[src/rtl/chm_pkg.sv]
// Shared types and codes of the chained hash map.
`default_nettype none
package chm_pkg;

  // Command codes
  localparam logic [1:0] CMD_INSERT  = 2'd0;
  localparam logic [1:0] CMD_REPLACE = 2'd1;
  localparam logic [1:0] CMD_LOOKUP  = 2'd2;
  localparam logic [1:0] CMD_DELETE  = 2'd3;

  // Status codes
  localparam logic [1:0] ST_OK      = 2'd0;
  localparam logic [1:0] ST_EXISTS  = 2'd1;
  localparam logic [1:0] ST_FULL    = 2'd2;
  localparam logic [1:0] ST_MISSING = 2'd3;

  localparam int unsigned CountBits = 11;

  typedef struct packed {
    logic [1:0]  command;
    logic [63:0] key;
    logic [63:0] value;
  } req_t;

  typedef struct packed {
    logic [1:0]           status;
    logic [63:0]          value_out;
    logic [CountBits-1:0] element_count;
  } rsp_t;

endpackage
`default_nettype wire

[src/rtl/chm_front.sv]
// Front end: accept requests, mask the key and work out the bucket index.
`default_nettype none
module chm_front import chm_pkg::*; #(
  parameter int unsigned BUCKETS  = 1024,
  parameter int unsigned KEY_BITS = 64,
  localparam int unsigned BW      = $clog2(BUCKETS),
  localparam int unsigned QW      = $bits(req_t) + BW
) (
  input  wire logic          clk_i,
  input  wire logic          rst_ni,
  input  wire logic          in_valid_i,
  output logic               in_ready_o,
  input  wire req_t          in_req_i,
  output logic               push_o,
  input  wire logic          full_i,
  output logic [QW-1:0]      push_data_o
);

  localparam int unsigned RW       = BW + 1;
  localparam bit          POW2     = (BUCKETS & (BUCKETS - 1)) == 0;
  localparam logic [3:0]  MOD_STEPS = POW2 ? 4'd0 : 4'd8;
  localparam logic [63:0] KEY_MASK = {64{1'b1}} >> (64 - KEY_BITS);
  localparam logic [RW-1:0] BUCKETS_R = RW'(BUCKETS);

  logic          stg_valid_q, stg_valid_d;
  req_t          stg_req_q;
  logic [3:0]    cnt_q, cnt_d;
  logic [RW-1:0] rem_q, rem_d;
  logic [31:0]   sh_q, sh_d;
  logic [BW-1:0] bucket;
  logic          accept;

  assign in_ready_o = !stg_valid_q;
  assign accept     = in_valid_i && in_ready_o;
  assign push_o     = stg_valid_q && (cnt_q == 4'd0) && !full_i;
  assign bucket     = POW2 ? stg_req_q.key[BW-1:0] : rem_q[BW-1:0];
  assign push_data_o = {stg_req_q, bucket};

  // Reduce the low key word four bits a cycle, most significant first
  always_comb begin
    logic [RW-1:0] r;
    logic [31:0]   s;
    r = rem_q;
    s = sh_q;
    for (int i = 0; i < 4; i++) begin
      r = {r[RW-2:0], s[31]};
      s = {s[30:0], 1'b0};
      if (r >= BUCKETS_R) begin
        r = r - BUCKETS_R;
      end
    end
    rem_d       = rem_q;
    sh_d        = sh_q;
    cnt_d       = cnt_q;
    stg_valid_d = stg_valid_q;
    if (accept) begin
      rem_d       = '0;
      sh_d        = in_req_i.key[31:0] & KEY_MASK[31:0];
      cnt_d       = MOD_STEPS;
      stg_valid_d = 1'b1;
    end else if (stg_valid_q && cnt_q != 4'd0) begin
      rem_d = r;
      sh_d  = s;
      cnt_d = cnt_q - 4'd1;
    end else if (push_o) begin
      stg_valid_d = 1'b0;
    end
  end

  always_ff @(posedge clk_i or negedge rst_ni) begin
    if (!rst_ni) begin
      stg_valid_q <= 1'b0;
      cnt_q       <= '0;
    end else begin
      stg_valid_q <= stg_valid_d;
      cnt_q       <= cnt_d;
    end
  end

  // Hold the request payload
  always_ff @(posedge clk_i) begin
    rem_q <= rem_d;
    sh_q  <= sh_d;
    if (accept) begin
      stg_req_q.command <= in_req_i.command;
      stg_req_q.key     <= in_req_i.key & KEY_MASK;
      stg_req_q.value   <= in_req_i.value;
    end
  end

endmodule
`default_nettype wire

[config.mk]
export PLATFORM = sky130hd
export DESIGN_NAME = chm_front
export DESIGN_NICKNAME = d
export VERILOG_FILES = /design/src/rtl/chm_pkg.sv /design/src/rtl/chm_front.sv
export SDC_FILE = /design/constraint.sdc
export NUM_CORES = 1
export LEC_CHECK = 0
export BUFFER_PORTS_ARGS = -buffer_cell sky130_fd_sc_hd__buf_2
export CAP_MARGIN = 10
export CORE_MARGIN = 5
export CORE_UTILIZATION = 42
export CTS_BUF_LIST = sky130_fd_sc_hd__clkbuf_8 sky130_fd_sc_hd__clkbuf_16
export DETAILED_ROUTE_END_ITERATION = 6
export GPL_ROUTABILITY_DRIVEN = 1
export PLACE_DENSITY = 0.88
export SLEW_MARGIN = 20
export SYNTH_ARGS = -nofsm -noshare
export SYNTH_HDL_FRONTEND = slang
export SYNTH_SLANG_ARGS = --single-unit
[constraint.sdc]
create_clock -name clk_i -period 8.02 [get_ports clk_i]
set_clock_uncertainty 0.05 [all_clocks]
set_input_delay 1.203 -clock clk_i [delete_from_list [all_inputs] [get_ports clk_i]]
set_output_delay 1.203 -clock clk_i [all_outputs]
set_load 0.01 [all_outputs]
# Word-level counts from Yosys, hierarchy flattened
# Cells that the tools add are included.
[totals]
inputBits = 134
output_inout_bits = 142
wordCells = 23
reg_bits = 135
[classes]
muxes = 5
n_eq_ne = 1
n_reduce_logical = 11
add_sub_neg = 1
[ops]
columns = ["op", "n"]
rows = [
  ["4-bit two-way mux", 2],
  ["1-bit logical AND", 4],
  ["4-bit zero test", 1],
  ["2-bit nonzero test", 2],
  ["4-bit nonzero test", 1],
  ["4-bit by 1-bit subtractor with 4-bit output, second input constant", 1],
  ["1-bit two-way mux", 3],
  ["1-bit zero test", 2],
  ["2-bit inequality test, second input constant", 1],
  ["2-bit AND reduction", 1],
]

# Depth between registers and ports, before layout
[depth]
depth_word = 6
ltp_mapped = 6

# Least setup slack after synthesis
# Ideal clock, no wire load.
[synth_path]
path_type = "input to register"
start = "input port in_valid_i"
end = "register stg_req_q (netlist bit push_data_o[0]), enable pin"
cell_stages = 1
path_buffers = 0
setup_ps = 637
arrival_ps = 6895
slack_ps = 438
path_cell_list = "nor2b_1"
[synth_between]
elab_chain_len = 1
[synth_rtl]
columns = ["element", "line_no", "text"]
rows = [
  ["start: declaration", "chm_front.sv:11", "input wire logic in_valid_i,"],
  ["1-bit logical AND", "chm_front.sv:34", "assign accept = in_valid_i && in_ready_o;"],
  ["end: declaration", "chm_front.sv:26", "req_t stg_req_q;"],
]
# No other way between the ends.
# A chain may end at the register's enable or synchronous reset.

# Final worst setup path
[layout_path]
start = "register cnt_q[0]"
end = "output port push_o"
[layout_between]
elab_chain_len = 3
[layout_rtl]
columns = ["element", "line_no", "text"]
rows = [
  ["start: declaration", "chm_front.sv:27", "logic [3:0] cnt_q, cnt_d;"],
  ["start signal: assignment", "chm_front.sv:76", "cnt_q <= cnt_d;"],
  ["4-bit zero test", "chm_front.sv:35", "assign push_o = stg_valid_q && (cnt_q == 4'd0) && !full_i;"],
  ["1-bit logical AND (2 in a row)", "chm_front.sv:35", ""],
  ["end: declaration", "chm_front.sv:14", "output logic push_o,"],
]
# No other way between the ends.

==> flow_summary_export.csv <==
group,metric,value,unit
run_status,status,"finished clean",
final_layout,n_antenna_cell,0,
logic_synthesis,syn-cell-area,4250,µm²
pwr,ir_drop,0.187,mV
critical_path,worstPathRequired,6.77,ns
route,wl_per_cell,17.3,µm
timing,timing.fmax,302,MHz
floorplan,core_area,9820,µm²
logic_synthesis,yosysTopAreaCell,"edfxtp_1",
pwr,power_density,310,nW/µm²
logic_synthesis,synthDominantCellAreaShare,91.8,%
clocking,cts_buffers,17,
pwr,power,1960,µW
clocking,clock_latency,0.49,ns
final_layout,final_cell_mix,"buf_2 (275), edfxtp_1 (130), clkbuf_16 (16), inv_1 (7), dfrtp_1 (5)",
logic_synthesis,ys_warn_count,0,
timing,final.min_clock_period,3.31,ns
timing,finalHoldViolations,0,
timing,tns,0,ns
logic_synthesis,ys_ff_latch,135,
logic_synthesis,syn-num-nets,303,
timing,rsz0062_at_grt,"no",
logic_synthesis,yosys-top-cells-area,"edfxtp_1 (92%), dfrtp_1 (2.9%), buf_4 (1.8%), a211oi_2 (0.29%), ha_1 (0.29%)",
global_route,grt_use_total,16.6,%
global_route,antenna_found_initial,0,
critical_path,critPathLaunchType,"flip-flop",
critical_path,crit_type,"flip-flop to primary output",
pwr,p_leak,0.00270,µW
logic_synthesis,synth_xor_xnor_area_share,0,%
logic_synthesis,synthesis.instances,168,
logic_synthesis,synthSimpleGateAreaFrac,1.27,%
route,route.vias.total,2626,
route,route.detailed.drc,0,
final_layout,area_delta_synth_final,48.1,%
pwr,power.internal,1480,µW
route,wl,10300,µm
timing,holdWs,0.463,ns
route,drtPass1Iterations,4,
clocking,postCtsHoldBufs,0,
final_layout,layout_commonest_cell,"buf_2",
placement,port_buffers,275,
route,ant_nets,0,
clocking,cts_tree,"built",
critical_path,worst_setup_path_end_kind,"primary output",
timing,finalCritPeriodShare,41.3,%
clocking,cts_max_level,4,
route,drtIter0Drc,107,
clocking,post_cts_resized,0,
pwr,p_clk_share,36.8,%
clocking,post_cts_buffers,0,
logic_synthesis,ys_types,20,
logic_synthesis,muxShareOfSynthArea,0.235,%
logic_synthesis,synth_top_family_by_area,"buffers and inverters",
route,viasPerCell,4.39,
floorplan,dieWidth,111,µm
logic_synthesis,ys_seq_area_share,94.7,%
pwr,p_sw,471,µW
logic_synthesis,synth_compound_area_share,1.32,%
final_layout,fillCellCount,730,
global_route,grt.overflow.total,0,
pwr,p_seq_share,48.1,%
clocking,clkSinkCount,135,
floorplan,design.die.area,12200,µm²
logic_synthesis,synth_fa_ha_area_share,0.294,%
clocking,clk_path_buf_depth,2,
critical_path,critical_path.max_fanout,5,
timing,slew_viol_final,0,
placement,gp_congestion,0.819,
timing,finalSetupViolCount,0,
floorplan,num_rows,36,
job,drv_cap,0,
critical_path,worstPathArrival,2.06,ns
global_route,grt_pass1_wl,15400,µm
hold_path,hp-class,"input port to asynchronous set/reset pin",
floorplan,die_h,111,µm
final_layout,drive_gt1_share,65.6,%
logic_synthesis,synth.avg_cell_area,25.3,µm²
placement,dpl.hpwl,8150,µm
final_layout,final_nets,588,
global_route,grt_pass1_vias,2711,
clocking,cts_root_buf,"clkbuf_8",
global_route,grt_max_degree,69,
floorplan,io_pins,276,
floorplan,initial_core_util,43.3,%
pwr,combPwrFrac,15.1,%
timing,tightest_slew,0.809,ns
pwr,p_sw_share,24.1,%
timing,relSlewSlack,46.1,%
clocking,cts.reportedPaths.clkPinSlew,0.05,ns
## cells in the mapped netlist
cell       instances
mux2i_1            1
inv_1              3
a211oi_2           1
o21ai_0            2
a22o_1             1
buf_2              1
a2bb2oi_1          1
a31o_1             1
ha_1               1
nor2_1             2
buf_4             10
edfxtp_1         130
nand2_1            2
or3b_1             1
nor3_1             2
o31ai_1            1
nand2b_1           1
nor2b_1            1
and2b_1            1
dfrtp_1            5
## per-layer routing
layer	routed length, µm	global-route usage (%)
met5	0	0
met4	97	5.67
met3	1110	8.75
met2	5530	28.1
met1	3600	17.6
## state kept, by name, summed over array words and instances, names as in the netlist
register	count
push_data_o	130
cnt_q	4
stg_valid_q	1
## final timing paths
| check | start | to | slack (ns) | cells after the start |
|---|---|---|---|---|
| setup / recovery | cnt_q[0]$_DFFE_PN0P_ | push_o | 4.71 | 5 |
| hold / removal | rst_ni | cnt_q[0]$_DFFE_PN0P_ | 0.46 | 1 |
| setup reg to reg | stg_valid_q$_DFFE_PN0P_ | push_data_o[27]$_DFFE_PP_ | 5.51 | 3 |
| hold reg to reg | cnt_q[3]$_DFFE_PN0P_ | cnt_q[3]$_DFFE_PN0P_ | 0.47 | 1 |
| max in group asynchronous | rst_ni | cnt_q[2]$_DFFE_PN0P_ | 7.32 | 1 |
| min in group clk_i | cnt_q[3]$_DFFE_PN0P_ | cnt_q[3]$_DFFE_PN0P_ | 0.47 | 1 |
## per-stage QoR
step | setup slack, ns | cells | utilization [%] | area [µm²]
after floorplan | 0.438 | 168 | - | 4250
after global placement | 4.77 | 567 | 58.4 | 5740
after detailed placement | 4.67 | 567 | 58.4 | 5740
after CTS | 4.67 | 598 | 64.1 | 6300
after global routing | 4.57 | 598 | 64.1 | 6300
final | 4.71 | 598 | 64.1 | 6300
## kinds of logic (layout without fill, tap and decap cells)
kind of cell             after synthesis  count (layout)
AO/OA/AOI/OAI                          7               7
flip-flops                           135             135
buffers and inverters                 14             311
AND/OR/NAND/NOR                       10              10
adder cells (fa/ha/maj)                1               1
multiplexers                           1               1
## power by group through the flow
stage	Combinational, µW	Clock, µW	Sequential [µW]
floorplan	106	0	1020
global placement	289	0	950
detailed placement	301	0	955
CTS	302	738	942
global route	319	775	950
finish	294	720	941
## cell type report
| class | count | area [µm²] | share of cell area, % |
|---|---|---|---|
| tap | 133 | 166 | 2.64 |
| timing repair buffer | 277 | 1390 | 22.1 |
| inverter | 3 | 11.3 | 0.179 |
| multi-input combinational | 19 | 140 | 2.23 |
| clock buffer | 17 | 414 | 6.58 |
| clock inverter | 14 | 145 | 2.30 |
| sequential | 135 | 4030 | 64.0 |
## worst max-delay path, cell delays in order (launching register included)
cell and delay [ns]:
dfrtp_1 0.38, inv_1 0.12, ha_1 0.20, or3b_1 0.46, nor3_1 0.23, buf_2 0.18
Power figures use the tool's default switching activity.
