<file path="src/rtl/chm_queue.sv">
// Two-entry queue between the front end and the chain walker.
`default_nettype none
module chm_queue #(
  parameter int unsigned WIDTH = 8
) (
  input  wire logic             clk_i,
  input  wire logic             rst_ni,
  input  wire logic             push_i,
  input  wire logic [WIDTH-1:0] push_data_i,
  output logic                  full_o,
  input  wire logic             pop_i,
  output logic                  valid_o,
  output logic      [WIDTH-1:0] pop_data_o
);

  logic [WIDTH-1:0] slot_q [2];
  logic             wptr_q, rptr_q;
  logic [1:0]       fill_q;

  assign full_o     = fill_q == 2'd2;
  assign valid_o    = fill_q != 2'd0;
  assign pop_data_o = slot_q[rptr_q];

  // Advance pointers and fill level
  always_ff @(posedge clk_i or negedge rst_ni) begin
    if (!rst_ni) begin
      wptr_q <= 1'b0;
      rptr_q <= 1'b0;
      fill_q <= '0;
    end else begin
      if (push_i) wptr_q <= !wptr_q;
      if (pop_i)  rptr_q <= !rptr_q;
      fill_q <= fill_q + {1'b0, push_i} - {1'b0, pop_i};
    end
  end

  always_ff @(posedge clk_i) begin
    if (push_i) begin
      slot_q[wptr_q] <= push_data_i;
    end
  end

endmodule
`default_nettype wire

</file>
<file path="config.mk">
export PLATFORM = sky130hd
export DESIGN_NAME = chm_queue
export DESIGN_NICKNAME = d
export VERILOG_FILES = /design/src/rtl/chm_queue.sv
export SDC_FILE = /design/constraint.sdc
export NUM_CORES = 1
export LEC_CHECK = 0
export ABC_AREA = 0
export BUFFER_PORTS_ARGS = -buffer_cell sky130_fd_sc_hd__buf_2
export CAP_MARGIN = 0
export CORE_MARGIN = 1.5
export CORE_UTILIZATION = 50
export DETAILED_ROUTE_END_ITERATION = 8
export PLACE_DENSITY = 0.73
export RECOVER_POWER = 25
export SKIP_LAST_GASP = 1
export SYNTH_ARGS = -nofsm -noshare
export SYNTH_HDL_FRONTEND = slang
export SYNTH_SLANG_ARGS = --single-unit
</file>
<file path="constraint.sdc">
create_clock -name clk_i -period 4.2 [get_ports clk_i]
set_input_delay 0.42 -clock clk_i [delete_from_list [all_inputs] [get_ports clk_i]]
set_output_delay 0.42 -clock clk_i [all_outputs]
set_load 0.05 [all_outputs]
</file>
=== Word level (Yosys, flattened, before mapping) ===
Memories as Yosys holds them, arrays and structs flattened.
Cells that the tools add are included.

* Register bits after elaboration: 4
* RAM bits: 16
* Input bits: 12
* Output and inout bits: 10
* Word-level logic and storage cells: 12
* Memories: 1

* Add/sub/neg operators: 2
* Equality and inequality tests: 1
* Multiplexer cells: 2
* Reductions and logical operators: 3

{| class="wikitable"
|+ Memory list
! name !! words !! width !! rd ports !! clocked after memory_dff !! wr ports !! line !! text
|-
| slot_q || 2 || 8 || 1 || 0 || 1 || 16 || <nowiki>logic [WIDTH-1:0] slot_q [2];</nowiki>
|}

{| class="wikitable"
|+ Operators by type and width
! operator !! number
|-
| $add A2 B1 Y2 || 1
|-
| $eq A2 B2 Y1 const B || 1
|-
| $logic_not A1 Y1 || 2
|-
| $mux W1 || 2
|-
| $reduce_bool A2 Y1 || 1
|-
| $sub A2 B1 Y2 || 1
|}

=== Logic depth before layout (Yosys ltp) ===
Gate-level depths: netlist of run 1.

* Depth in word-level cells: 2
* Depth in mapped cells: 5
* Depth with buffers taken out: 5

=== Least setup slack after synthesis of run 1 ===
OpenSTA, ideal clock, no wires.

* Path kind: register to output
* Start point: register fill_q[1]
* End point: output full_o
* Data arrival time: 1.075 ns
* Required time: 3.780 ns
* Slack: 2.705 ns
* Cell stages (with the launch flop): 2
* Path buffers: 0
* Cell sequence: dfrtp_1 > nor2b_1

* Word-level cells in the longest chain between the ends: 1

{| class="wikitable"
|+ RTL lines
! element !! line !! text
|-
| start: declaration || 18 || <nowiki>logic [1:0] fill_q;</nowiki>
|-
| start signal: assignment || 33 || <nowiki>fill_q <= fill_q + {1'b0, push_i} - {1'b0, pop_i};</nowiki>
|-
| $eq A2 B2 Y1 || 20 || <nowiki>assign full_o = fill_q == 2'd2;</nowiki>
|-
| end: declaration || 10 || <nowiki>output logic full_o,</nowiki>
|}

Every way passes these cells.

=== Worst setup path after layout of run 1 ===
* Start point: register rptr_q
* End point: output pop_data_o[5]

* Word-level cells in the longest chain between the ends: 1

{| class="wikitable"
|+ RTL lines
! element !! line !! text
|-
| start: declaration || 17 || <nowiki>logic wptr_q, rptr_q;</nowiki>
|-
| start signal: assignment || 32 || <nowiki>if (pop_i) rptr_q <= !rptr_q;</nowiki>
|-
| $mem_v2 Z2 W8 || -- ||
|-
| end: declaration || 13 || <nowiki>output logic [WIDTH-1:0] pop_data_o</nowiki>
|}

Every way passes these cells.

==> impl_metrics.yaml, run 1 <==
timing:
  setup-violations-final: 0
  clock_skew_ps: 7.38
  fmax_ghz: 0.517
  tightest_slew_ps: 724
  hold_violations: 0
  fin_crit_ps: 1930
  rsz0062_at_grt: "false"
  final_max_slew_viol_count: 0
  relSlewSlack: 0.517
  hold_slack_ps: 299
  finalCritPeriodShare: 0.461
  fin_tns_setup_ps: 0
logic_synthesis:
  synth_edf_count: 16
  synth_compound_area_frac: 0
  ys_types: 11
  ys_seq_area_frac: 0.716
  syn-instance-count: 40
  syn_avg_cell_area_um2: 20.3
  synth.most_common_cell: "edfxtp_1"
  synth_top_cell_by_area: "edfxtp_1"
  syn_nets: 54
  synthSimpleGateAreaFrac: 0.0309
  yosysTopAreaCellShare: 0.593
  synth-xor-area-share: 0.0509
  async_flop_share: 0.200
  ys_warn_count: 0
  ys_ff_latch: 20
  yosys-top-cells-area: "edfxtp_1, mux2_4, dfrtp_1, ha_1, xor3_1"
  synth-adder-area-share: 0.0309
  synthMuxAreaShare: 0.148
  synthTopCellsByCount: "edfxtp_1, mux2_4, dfrtp_1"
  netlist_area_um2: 811
  synthFlopType: "edfxtp_1"
  synth_top_family_by_area: "multiplexers"
hold_path:
  hold_class: "in -> reg"
floorplanning:
  die_h_um: 43.3
  dieArea_um2: 1870
  fp-row-count: 14
  core-area_um2: 1510
  die_w_um: 43.3
  ios: 22
  start_util: 0.538
drt:
  viasPerCell: 4.83
  drt-total-wl_um: 962
  dr.first_iter.drc_count: 2
  drc: 0
  routedWlPerCell_um: 11.9
  first_pass_iters: 2
  ant_nets: 0
  dr_total_vias: 391
clock_tree:
  post_cts_buffers: 0
  cts_tree: "done"
  numCtsBuffers: 3
  cts-resized-gates: 0
  ctsLongestPathBuffers: 2
  root_buffer: "clkbuf_4"
  clkSinkCount: 20
  insertion_delay_ps: 300
  clk_pin_slew_ps: 110
  ctsHtreeMaxLevel: 1
power_and_ir_drop:
  p_seq_frac: 0.391
  p_clk_frac: 0.195
  switching_power_w: 0.000301
  pwr-share-comb: 0.414
  swShare: 0.382
  report.power.total_w: 0.000789
  internal_power_w: 0.000487
  ir_worst_vdd_v: 0.000398
  p_per_area_nw_per_um2: 801
  p_leak_nw: 0.431
status:
  status: "finished, final reports clean"
critical_path:
  worstSetupPathType: "reg -> out"
  cp-end-kind: "primary output"
  worstPathRequired_ps: 3780
  timing.rr.start: "fill_q[0]$_DFF_PN0_"
  crit_arrival_ps: 1510
  crit_path_start: "rptr_q$_DFFE_PN0P_"
  r2r_setup_slack_ps: 2830
  cp-endpoint: "pop_data_o[5]"
  r2r_end: "fill_q[1]$_DFF_PN0_"
  worst-path-max-fanout: 9
  reg2reg_depth: 5
  cp-start-kind: "register"
grt:
  grt_use_total: 0.118
  grt_pass1_wl_um: 1520
  grt_max_degree: 13
  grt_pass1_vias: 371
  antenna_found_initial: 0
  grt_overflow: 0
placed_design:
  gp_congestion: 0.653
  placed_cell_area_um2: 925
  io_buffers: 21
finish:
  nNetsFinal: 80
  area_growth_pct: 21.5
  fillers: 125
  fin_util: 0.654
  drive_gt1_frac: 0.492
  antenna_cells: 0
  stdcell_area_um2: 985
  layout.area.seq_um2: 581
  multi_input_area_um2: 211
run:
  drv_cap: 0
## timing repair
item,4_1_cts,5_1_grt
setup endpoints to repair,0,0
hold endpoints to repair,4,0
hold buffers,1,0
## power groups by stage
stage	combinational [W]	clock (W)	sequential, W
2_1_floorplan	0.000305	0	0.000290
3_3_place_gp	0.000326	0	0.000313
3_5_place_dp	0.000329	0	0.000314
4_1_cts	0.000331	0.000156	0.000310
5_1_grt	0.000346	0.000163	0.000316
6_report	0.000326	0.000154	0.000309
## critical path: stages (launching register included)
cell and delay [ps]:
dfrtp_1 660, mux2_4 340, buf_2 210
## cell usage in the layout, fill, tap and decap left out, drive strengths merged
master       synthesis  routed
nor2b                2       2
mux2                 8       8
bufinv               0       1
xor3                 1       1
edfxtp              16      16
or2                  1       1
xor2                 2       2
buf                  1      19
dlygate4sd3          0       1
ha                   2       2
inv                  2       2
clkbuf               0       5
dfrtp                4       4
and2                 1       1
## worst min-delay path by stage
stage,start,to,slack [ps],cells after the start
3_5_place_dp,rst_ni,fill_q[1]$_DFF_PN0_,230,1
3_3_place_gp,rst_ni,fill_q[1]$_DFF_PN0_,230,1
4_1_cts,push_data_i[5],slot_q[0][5]$_DFFE_PP_,290,1
6_report,push_data_i[5],slot_q[0][5]$_DFFE_PP_,300,1
5_1_grt,push_data_i[4],slot_q[1][4]$_DFFE_PP_,290,1
2_1_floorplan,rst_ni,fill_q[0]$_DFF_PN0_,120,0
## metrics by stage
step	setup slack [ps]	instances
after detailed placement	2590	76
after floorplan	2700	40
after global placement	2600	76
after global routing	2170	81
after CTS	2250	81
final	2270	81
## state kept, by name, summed over array words and instances, names as in the netlist
| register | count |
|---|---|
| fill_q | 2 |
| rptr_q | 1 |
| slot_q | 16 |
| wptr_q | 1 |
## area by class of cell
type	instances	area share
sequential	20	0.590
inverter	2	0.00762
tap	16	0.0203
clock buffer	3	0.0229
clock inverter	1	0.0305
multi-input combinational	17	0.215
timing repair buffer	22	0.114
## metal layers
metal  up-vias  routed length (µm)  GRT usage
li1        195                   -          -
met1       183                 405      0.134
met2        13                 514      0.200
met3         0                  43     0.0383
met4         0                   0     0.0545
met5         -                   0          0
## cell families (layout without fill, tap and decap cells)
logic type / Yosys count / in the layout
xor+xnor: 3 / 3
buf+inv: 3 / 28
flops: 20 / 20
fa+ha+maj: 2 / 2
mux: 8 / 8
simple gates: 4 / 4
Note: power is estimated with default switching activity, not from simulation.
==> run 2: changes to the inputs <==
--- a/config.mk
+++ b/config.mk
@@ -9,9 +9,9 @@
 export BUFFER_PORTS_ARGS = -buffer_cell sky130_fd_sc_hd__buf_2
 export CAP_MARGIN = 0
 export CORE_MARGIN = 1.5
-export CORE_UTILIZATION = 50
+export CORE_UTILIZATION = 49
 export DETAILED_ROUTE_END_ITERATION = 8
-export PLACE_DENSITY = 0.73
+export PLACE_DENSITY = 0.71
 export RECOVER_POWER = 25
 export SKIP_LAST_GASP = 1
 export SYNTH_ARGS = -nofsm -noshare
==> constraint.sdc (replaced) <==
create_clock -name clk_i -period 1.8 [get_ports clk_i]
set_input_delay 0.18 -clock clk_i [delete_from_list [all_inputs] [get_ports clk_i]]
set_output_delay 0.18 -clock clk_i [all_outputs]
set_load 0.05 [all_outputs]
==> impl_metrics.yaml, run 2 (synthesis gave the netlist of run 1 again) <==
clock_tree:
  root_buffer: "clkbuf_4"
  clk_pin_slew_ps: 110
  post_cts_buffers: 0
  numCtsBuffers: 3
  cts-resized-gates: 0
  cts_tree: "done"
  insertion_delay_ps: 290
  ctsLongestPathBuffers: 2
  holdBufCountCts: 1
  clkSinkCount: 20
  ctsHtreeMaxLevel: 1
drt:
  viasPerCell: 4.90
  dr.first_iter.drc_count: 2
  first_pass_iters: 2
  ant_nets: 0
  dr_total_vias: 402
  drt-total-wl_um: 979
  routedWlPerCell_um: 11.9
  drc: 0
timing:
  setup-violations-final: 0
  relSlewSlack: 0.662
  final_max_slew_viol_count: 0
  fmax_ghz: 0.586
  finalCritPeriodShare: 0.948
  hold_violations: 0
  tightest_slew_ps: 508
  fin_crit_ps: 1710
  clock_skew_ps: 3.42
  rsz0062_at_grt: "false"
  fin_tns_setup_ps: 0
power_and_ir_drop:
  ir_worst_vdd_v: 0.00110
  p_per_area_nw_per_um2: 1860
  report.power.total_w: 0.00185
  p_leak_nw: 0.439
critical_path:
  slowest_stage: "dfrtp_1"
  worst-path-max-fanout: 9
  cp_top_family: "flip-flops"
  cp-start-kind: "register"
  crit_arrival_ps: 1530
  critPathMaxStageDelay_ps: 680
  worstPathRequired_ps: 1620
  cp-end-kind: "primary output"
  critPathBufInv: 1
  path_cells: "mux2_4, buf_2"
  worstSetupPathType: "reg -> out"
placed_design:
  dp_hpwl_um: 713
  io_buffers: 21
  gp_congestion: 0.644
floorplanning:
  fp-row-count: 14
  dieArea_um2: 1910
  die_w_um: 43.7
  start_util: 0.532
  die_h_um: 43.7
  core-area_um2: 1520
  ios: 22
finish:
  regMostFlops: "slot_q"
  layout_commonest_cell: "buf_2"
  fin_util: 0.652
  largest_reg_flops: 16
  fillers: 115
  drive_gt1_frac: 0.515
  largestRegisters: "slot_q: 16 flops, fill_q: 2 flops"
  nNetsFinal: 81
  area_growth_pct: 22.5
  antenna_cells: 0
  mostFrequentLayoutCells: "buf_2, edfxtp_1, mux2_4"
hold_path:
  hold_class: "in -> reg"
grt:
  grt_pass1_wl_um: 1660
  grt_use_total: 0.125
  antenna_found_initial: 0
  grt_overflow: 0
  grt_pass1_vias: 402
  grt_max_degree: 13
status:
  status: "finished, final reports clean"
run:
  drv_cap: 0
run 2: cell types whose count changed in the layout (fill, tap and decap cells not counted):
cell | previous run | this run
buf_4 | 0 | 1
buf_2 | 19 | 20
clkbuf_1 | 2 | 1
run 2: worst paths after layout:
path / from / endpoint / slack (ps) / cells past startpoint
setup / recovery: rptr_q$_DFFE_PN0P_ / pop_data_o[2] / 90 / 2
hold / removal: pop_i / rptr_q$_DFFE_PN0P_ / 60 / 2
setup reg to reg: fill_q[0]$_DFF_PN0_ / fill_q[1]$_DFF_PN0_ / 430 / 5
hold reg to reg: wptr_q$_DFFE_PN0P_ / wptr_q$_DFFE_PN0P_ / 490 / 1
max in group asynchronous: rst_ni / fill_q[1]$_DFF_PN0_ / 1480 / 2
min in group asynchronous: rst_ni / wptr_q$_DFFE_PN0P_ / 210 / 2
run 2: power by group:
group / leakage, nW / internal, W / switching [W] / total [W]
sequential: 0.197 / 0.000629 / 0.0000954 / 0.000724
combinational: 0.214 / 0.000292 / 0.000476 / 0.000767
clock: 0.0279 / 0.000225 / 0.000133 / 0.000358
run 2: per-layer routing:
metal	track usage	vias to the layer above	routed length [µm]
li1	-	197	-
met4	0.0545	0	12
met5	0	-	0
met3	0.0375	2	44
met1	0.148	188	433
met2	0.209	15	489
run 2: stage by stage:
| stage | hold slack (ps) | cell area (µm²) | setup slack (ps) | instances |
|---|---|---|---|---|
| detailed placement | -10.2 | 932 | 415 | 77 |
| CTS | 58.2 | 995 | 75.9 | 82 |
| floorplan | -116 | 811 | 495 | 40 |
| global placement | -9.07 | 932 | 422 | 77 |
| finish | 63.6 | 993 | 94.0 | 82 |
| global route | 43.1 | 993 | 16.7 | 82 |
run 2: layout make-up:
cell class	instances	area [µm²]	area share
sequential	20	581	0.584
multi-input combinational	17	211	0.213
timing repair buffer	23	121	0.122
clock inverter	1	30.0	0.0302
clock buffer	3	22.5	0.0227
tap	16	20.0	0.0202
inverter	2	7.51	0.00756
==> run 3: changes to the inputs <==
--- a/config.mk
+++ b/config.mk
@@ -8,10 +8,12 @@
 export ABC_AREA = 0
 export BUFFER_PORTS_ARGS = -buffer_cell sky130_fd_sc_hd__buf_2
 export CAP_MARGIN = 0
+export CELL_PAD_IN_SITES_DETAIL_PLACEMENT = 0
+export CELL_PAD_IN_SITES_GLOBAL_PLACEMENT = 1
 export CORE_MARGIN = 1.5
-export CORE_UTILIZATION = 49
+export CORE_UTILIZATION = 44
 export DETAILED_ROUTE_END_ITERATION = 8
-export PLACE_DENSITY = 0.71
+export PLACE_DENSITY = 0.76
 export RECOVER_POWER = 25
 export SKIP_LAST_GASP = 1
 export SYNTH_ARGS = -nofsm -noshare
==> constraint.sdc (replaced) <==
create_clock -name clk_i -period 2.1 [get_ports clk_i]
set_input_delay 0.21 -clock clk_i [delete_from_list [all_inputs] [get_ports clk_i]]
set_output_delay 0.21 -clock clk_i [all_outputs]
set_load 0.05 [all_outputs]
==> impl_metrics.yaml, run 3 (synthesis gave the netlist of run 1 again) <==
critical_path:
  path_cells: "mux2_4, buf_2"
  slowest_stage: "dfrtp_1"
  crit_arrival_ps: 1510
  cp-end-kind: "primary output"
  worstSetupPathType: "reg -> out"
  critPathMaxStageDelay_ps: 660
  r2r_setup_slack_ps: 700
  worst-path-max-fanout: 9
  cp-start-kind: "register"
  worstPathRequired_ps: 1890
placed_design:
  io_buffers: 21
  gp_congestion: 0.627
  dp_hpwl_um: 797
  placedCellCount: 85
  placed_cell_area_um2: 936
timing:
  finalCritPeriodShare: 0.819
  relSlewSlack: 0.524
  final_max_slew_viol_count: 0
  fin_crit_ps: 1720
  fin_tns_setup_ps: 0
  rsz0062_at_grt: "false"
  fmax_ghz: 0.582
  hold_violations: 0
  clock_skew_ps: 6.61
  tightest_slew_ps: 713
  setup-violations-final: 0
grt:
  antenna_found_initial: 0
  grt_overflow: 0
  grt_pass1_vias: 369
  grt_pass1_wl_um: 1520
  grt_max_degree: 12
  grt_use_total: 0.116
clock_tree:
  numCtsBuffers: 3
  ctsLongestPathBuffers: 2
  insertion_delay_ps: 290
  post_cts_buffers: 0
  clkSinkCount: 20
  root_buffer: "clkbuf_4"
  ctsHtreeMaxLevel: 1
  clk_pin_slew_ps: 110
  cts_tree: "done"
drt:
  drt-total-wl_um: 1050
  ant_nets: 0
  viasPerCell: 4.40
  routedWlPerCell_um: 11.7
  dr.first_iter.drc_count: 3
  drc: 0
  dr_total_vias: 396
  first_pass_iters: 2
finish:
  stdcell_area_um2: 967
  mostFrequentLayoutCells: "buf_2, edfxtp_1, mux2_4"
  drive_gt1_frac: 0.446
  nNetsFinal: 80
  area_growth_pct: 19.3
  regMostFlops: "slot_q"
  largestRegisters: "slot_q: 16 flops, fill_q: 2 flops"
  largest_reg_flops: 16
  final_cells: 90
  layout_commonest_cell: "buf_2"
  antenna_cells: 0
power_and_ir_drop:
  p_clk_frac: 0.121
  p_per_area_nw_per_um2: 1500
  internal_power_w: 0.000853
  p_seq_frac: 0.428
  p_leak_nw: 0.413
  switching_power_w: 0.000599
  swShare: 0.413
  ir_worst_vdd_v: 0.000666
  pwr-share-comb: 0.452
floorplanning:
  start_util: 0.470
  dieArea_um2: 2110
  core-area_um2: 1730
  die_w_um: 45.9
  ios: 22
  die_h_um: 45.9
  fp-row-count: 15
status:
  status: "finished, final reports clean"
hold_path:
  hold_class: "in -> reg"
run:
  drv_cap: 0
[run 3: metal layers]
| metal | vias up | GRT usage | share of wire |
|---|---|---|---|
| met2 | 11 | 0.186 | 0.58 |
| met3 | 2 | 0.0238 | 0.038 |
| met4 | 0 | 0.0857 | 0.0038 |
| met1 | 188 | 0.134 | 0.38 |
| met5 | - | 0 | 0 |
| li1 | 195 | - | - |
[run 3: layout make-up]
| cell class | instances | area [µm²] |
|---|---|---|
| clock inverters | 1 | 3.75 |
| inverters | 2 | 7.51 |
| flip-flops and latches | 20 | 581 |
| repair buffers | 22 | 110 |
| fillers | 158 | 759 |
| multi-input cells | 17 | 211 |
| well taps | 25 | 31.3 |
| clock buffers | 3 | 22.5 |
[run 3: worst max-delay path, delay by kind of cell, from the launching register on]
family / cells / cell delay (ps)
buf+inv: 1 / 210
flops: 1 / 660
mux: 1 / 340
[run 3: repair_timing]
item | CTS | global route
gates resized for setup | 0 | 0
hold buffers | 1 | 0
hold endpoints to repair | 4 | 0
[run 3: metrics by stage]
stage	utilization	setup WS [ps]	hold slack, ps	total power [W]
CTS	0.563	359	87.9	0.00147
global placement	0.542	704	22.3	0.00128
global route	0.560	314	84.7	0.00153
finish	0.560	381	102	0.00145
detailed placement	0.542	703	24.1	0.00129
floorplan	-	795	-85.6	0.00119
[run 3: path summary, 6_finish.rpt]
check                                    start                      to  cells after the start
setup / recovery            rptr_q$_DFFE_PN0P_           pop_data_o[0]                      2
hold reg to reg             wptr_q$_DFFE_PN0P_      wptr_q$_DFFE_PN0P_                      1
setup reg to reg           fill_q[0]$_DFF_PN0_     fill_q[1]$_DFF_PN0_                      5
max in group asynchronous               rst_ni     fill_q[1]$_DFF_PN0_                      2
hold / removal                  push_data_i[4]  slot_q[0][4]$_DFFE_PP_                      1
min in group asynchronous               rst_ni     fill_q[0]$_DFF_PN0_                      2
[run 3: power groups by stage]
stage / Sequential (W) / Clock (W) / Combinational [W]
global route: 0.000635 / 0.000199 / 0.000692
CTS: 0.000622 / 0.000185 / 0.000665
finish: 0.000620 / 0.000175 / 0.000656
detailed placement: 0.000632 / 0 / 0.000659
floorplan: 0.000580 / 0 / 0.000609
global placement: 0.000626 / 0 / 0.000650
